### config.mk
export PLATFORM = sky130hd
export DESIGN_NAME = egas_divider
export DESIGN_NICKNAME = d
export VERILOG_FILES = /design/src/sv/epsilon_greedy_arm_selector_defines.svh /design/src/sv/egas_divider.sv
export SDC_FILE = /design/constraint.sdc
export NUM_CORES = 1
export LEC_CHECK = 0
export BUFFER_PORTS_ARGS = -buffer_cell sky130_fd_sc_hd__buf_2
export CAP_MARGIN = 5
export CORE_MARGIN = 2
export CORE_UTILIZATION = 55
export DETAILED_ROUTE_END_ITERATION = 12
export HOLD_SLACK_MARGIN = 0.15
export PLACE_DENSITY = 0.84
export SLEW_MARGIN = 20
export SYNTH_ARGS = -nofsm -noshare
export SYNTH_HDL_FRONTEND = slang
export SYNTH_SLANG_ARGS = --single-unit
### constraint.sdc
create_clock -name clk -period 6.3 [get_ports clk]
set_clock_uncertainty 0.2 [all_clocks]
set_input_delay 0 -clock clk [delete_from_list [all_inputs] [get_ports clk]]
set_output_delay 0 -clock clk [all_outputs]
set_load 0.05 [all_outputs]
### src/sv/epsilon_greedy_arm_selector_defines.svh
// ---------------------------------------------------------------------------
// Epsilon-greedy arm selector: assertion macros
// Concurrent assertion wrappers; empty when SYNTHESIS is defined.
// ---------------------------------------------------------------------------
`ifndef EPSILON_GREEDY_ARM_SELECTOR_DEFINES_SVH
`define EPSILON_GREEDY_ARM_SELECTOR_DEFINES_SVH
`ifndef SYNTHESIS
// same-cycle implication
`define EGAS_ASSERT_IMP(lbl, clk_s, rstn_s, ant, cons, msg) \
	lbl: assert property (@(posedge clk_s) disable iff (!rstn_s) (ant) |-> (cons)) \
		else $error(msg);
// next-cycle implication
`define EGAS_ASSERT_NXT(lbl, clk_s, rstn_s, ant, cons, msg) \
	lbl: assert property (@(posedge clk_s) disable iff (!rstn_s) (ant) |=> (cons)) \
		else $error(msg);
`else
`define EGAS_ASSERT_IMP(lbl, clk_s, rstn_s, ant, cons, msg)
`define EGAS_ASSERT_NXT(lbl, clk_s, rstn_s, ant, cons, msg)
`endif
`endif

### src/sv/egas_divider.sv
// ---------------------------------------------------------------------------
// egas_divider
// Restoring divider, one quotient bit per cycle, 16-bit divisor.
// ---------------------------------------------------------------------------
`timescale 1ns / 1ps
`default_nettype none

module egas_divider #(
	parameter int NB = 16
) (
	input  wire logic          clk,
	input  wire logic          arst_n,
	input  wire logic          start,
	input  wire logic [NB-1:0] dividend,
	input  wire logic [15:0]   divisor,
	output logic               done,
	output logic [NB-1:0]      quotient
);

	localparam int CW = $clog2(NB + 1);

	logic [NB-1:0] num_q;
	logic [15:0]   rem_q;
	logic [15:0]   div_q;
	logic [CW-1:0] cnt_q;
	logic          done_q;
	logic [16:0]   trial;
	logic          ge;
	logic [16:0]   diff;

	// one trial subtraction
	always_comb begin
		trial = {rem_q, num_q[NB-1]};
		ge    = trial >= {1'b0, div_q};
		diff  = trial - {1'b0, div_q};
	end

	// iteration counter and done pulse
	always_ff @(posedge clk or negedge arst_n) begin
		if (!arst_n) begin
			cnt_q  <= '0;
			done_q <= 1'b0;
		end else begin
			done_q <= (cnt_q == CW'(1));
			if (start) begin
				cnt_q <= CW'(NB);
			end else if (cnt_q != '0) begin
				cnt_q <= cnt_q - CW'(1);
			end
		end
	end

	// operands; quotient bits shift in at the bottom
	always_ff @(posedge clk) begin
		if (start) begin
			num_q <= dividend;
			rem_q <= '0;
			div_q <= divisor;
		end else if (cnt_q != '0) begin
			rem_q <= ge ? diff[15:0] : trial[15:0];
			num_q <= {num_q[NB-2:0], ge};
		end
	end

	assign done     = done_q;
	assign quotient = num_q;

endmodule

`default_nettype wire

==> summary.md <==
| Metric | Value |
|---|---|
| Synth Area in Adders | under 10% |
| Int Power | roughly 0.82 mW |
| Cell taking the most area after synthesis | edfxtp_1 |
| Vias | about 2300 |
| DR vias/cell | 5.39 |
| Antenna cell count | 0 |
| Final nets | roughly 400 |
| GPL Wtd Cong | 0.889 |
| Total Power | 1.35 mW |
| Ratio of cells with drive above 1 in the final layout | between 20% and 30% |
| Die Ht | ~78 um |
| Register area share after synthesis | a little under half |
| Bufs on Longest Clock Path | 2 |
| Synth Area in Compound Gates | a little over an eighth |
| Main combinational cell family by area after synthesis | compound AO/OA/AOI/OAI gates |
| Syn nets | around 330 |
| Clock network fraction of total power | 18.2% |
| Max_slew headroom | 38.1% |
| Critical path type | reg -> reg |
| Worst Tran Pin Value | ~900 ps |
| H-tree depth | 2 |
| Outcome | finished clean |
| IO Pins | between 50 and 60 |
| FF+latch count, synth | 54 |
| 1st-iter DRT viols | 119 |
| Sw Share | between 30% and 40% |
| Top-area cell type share of the netlist area | between 30% and 40% |
| Crit path launch type | flip-flop |
| CP top delay family | compound AO/OA/AOI/OAI gates |
| Hold WS | 174 ps |
| Largest net degree at the start of global routing | 56 |
| Cell Chain, Critical Path | ha_1 > nand2_1 > or3_1 > a31o_1 > a21oi_4 > mux2_2 > a211oi_1 |
| Multiplexer area fraction after synthesis | around 11% |
| Port buffer count | 51 |
| Part of the power in combinational logic | ~44% |
| Slew Limit Fails | 0 |
| Synth Cell Area | slightly below 3000 um^2 |
| Arr. time, crit path | approximately 3100 ps |
| Max stage delay on crit path | 600 ps |
| Fraction of registers with async set/reset | 11.1% |
| Post_cts resized | 0 |
| Synth cell types | 44 |
| Syn_area_per_cell | approximately 11 um^2 |
| Sink Count | 54 |
| Fmax | 0.323 GHz |
| Switch Pwr | around 0.54 mW |
| Worst Path Max Fanout | 20 |
| Final Hold Viols | 0 |
| Congestion Overflow GR | 0 |
| Starting density of the core | about 58% |
| Crit path capture type | flip-flop |
| Synth top area cells | edfxtp_1, dfxtp_1, ha_1 |
| Drt wl/cell | ~14 um |
| Setup TNS | 0 ps |
| Setup violators final | 0 |
| DP Wirelength | between 3 and 4 mm |
| Required time of the critical path | ~6300 ps |
| Chip width | slightly below 80 um |
| Pwr/cell area | between 300 and 400 nW/um^2 |
| Post-Synth XOR/XNOR Area | between 4 and 5% |
| CORE AREA | 5170 um^2 |
| Vias in the first global route | around 2400 |
| Pre-antenna DRT Iters | 4 |
| Setup repair after global routing missed its margin | false |
| CTS tree | yes |
| Worst-skew pair later-pin latency | between 300 and 400 ps |
| Slowest-stage cell, CP | a21oi_4 |
| DR DRC count | 0 |
| Post-synth EDFFs | 32 |
| Count of standard-cell rows | 26 |
| Primary FF master, synth | edfxtp_1 |
| Synth Area in Simple Gates | a little over a tenth |
| Gate Count Post-Synth | 273 |
| Share of power burned in registers | approximately two fifths |
| First-pass GRT wire length | approximately 11 mm |
| Post-route ant nets | 0 |
| Routed WL | 6.20 mm |
| Combined buffer and inverter count along the critical path | 0 |
| Syn. warnings | 0 |
| Antenna violations before repair | 0 |
| Leak | 1.65 nW |
| Tmin final | 3100 ps |
| Tcrit/Tclk final | approximately half |
| Total Die Area | approximately 6000 um^2 |
| Layout Area Growth over Synthesis | 25.8% |
| GRT Total Usage | between 20% and 30% |
| CTS root buffer | clkbuf_8 |
| Hold Path Class | in -> reg |
| Register clock-pin slew on the reported worst setup and hold paths | roughly 110 ps |
| Max-cap violations | 0 |
| Maximum VDD drop | 215 uV |
| Num CTS Buffers | 5 |
stage by stage:
step | util, % | area (um^2) | std cells | setup WS (ps)
after floorplan | - | 2980 | 273 | 3380
after global placement | 63.4 | 3280 | 385 | 3030
after detailed placement | 63.4 | 3280 | 385 | 2960
after CTS | 72.4 | 3740 | 428 | 2920
after global routing | 72.5 | 3750 | 428 | 2980
final | 72.5 | 3750 | 428 | 3200
worst paths after layout:
check | startpoint | endpoint | slack (ps) | cells after the start
setup / recovery | rem_q[11] | rem_q[0] | 3200 | 7
hold / removal | divisor[0] | div_q[0] | 170 | 2
setup reg to reg | rem_q[11] | rem_q[0] | 3200 | 7
hold reg to reg | rem_q[9] | rem_q[9] | 330 | 2
max in group asynchronous | arst_n | cnt_q[0] | 5280 | 3
min in group asynchronous | arst_n | cnt_q[3] | 400 | 3
cells in the mapped netlist (3+ instances only):
master    count
clkbuf_1      7
a211oi_1     13
mux2i_1      12
xor2_1        5
o21ai_0       4
xnor2_1       9
a21oi_1      14
nand2_1      11
edfxtp_1     32
dfrtp_1       6
a211o_1       3
a21o_1        4
dfxtp_1      16
a31oi_1       3
nand3b_1      3
nand2b_1      4
nand3_1       5
nor2_1       29
inv_1        23
nor3_1        5
ha_1         19
mux2_2       18
metal layers:
metal  global-route usage, %  routed length (um)
met1                    27.1                2720
met2                    38.2                3050
met3                    5.70                 277
met4                    9.11                 147
met5                       0                   0
layout make-up:
type | count | area [um^2]
inverters | 23 | 86.3
multi-input cells | 186 | 1420
clock buffers | 5 | 68.8
clock inverters | 3 | 47.5
repair buffers | 87 | 613
flip-flops and latches | 54 | 1430
well taps | 70 | 87.6
fillers | 354 | 1420
repair_timing:
item | 4_1_cts | 5_1_grt
hold buffers | 35 | 0
buffers inserted | 0 | 0
endpoints found under the hold margin | 57 | 0
setup endpoints to repair | 0 | 0
cell families after synthesis:
family                     count (synthesis)
adders and majority gates                 20
xor gates and xnor gates                  14
DFF                                       54
and+or+nand+nor                           67
muxes                                     30
AOI/OAI and AO/OA                         55
buffers and inverters                     33
sequential cells by signal (all words and copies together) (netlist names):
signal	cells
cnt_q	5
done	1
div_q	16
quotient	16
rem_q	16
cells in the final DEF, fill, tap and decap left out, types with 2 or more instances in the layout:
cell,instances
a211o_1,3
a211oi_1,13
a211oi_2,2
a21o_1,4
a21oi_1,14
a311oi_1,2
a31o_1,2
a31oi_1,3
and2_1,2
buf_2,51
clkbuf_8,5
dfrtp_1,6
dfxtp_1,16
dlygate4sd3_1,35
edfxtp_1,32
ha_1,19
inv_1,23
mux2_2,18
mux2i_1,12
nand2_1,11
nand2b_1,4
nand3_1,5
nand3b_1,3
nor2_1,29
nor2b_1,2
nor3_1,5
o21ai_0,4
xnor2_1,9
xor2_1,5
worst register-to-register path: cells and delay by family, from the launching register on:
kind	cells	cell delay, ps
compound gates	3	1080
fa+ha+maj	1	410
flops	1	360
mux	1	410
simple gates	2	550
power by group through the flow:
stage,sequential [mW],clock [mW],combinational [mW]
after floorplan,0.601,0,0.371
after global placement,0.518,0,0.546
after detailed placement,0.520,0,0.563
after CTS,0.514,0.248,0.585
after global routing,0.527,0.263,0.653
final,0.516,0.247,0.591
No activity file was read; power rests on OpenSTA's default activity.
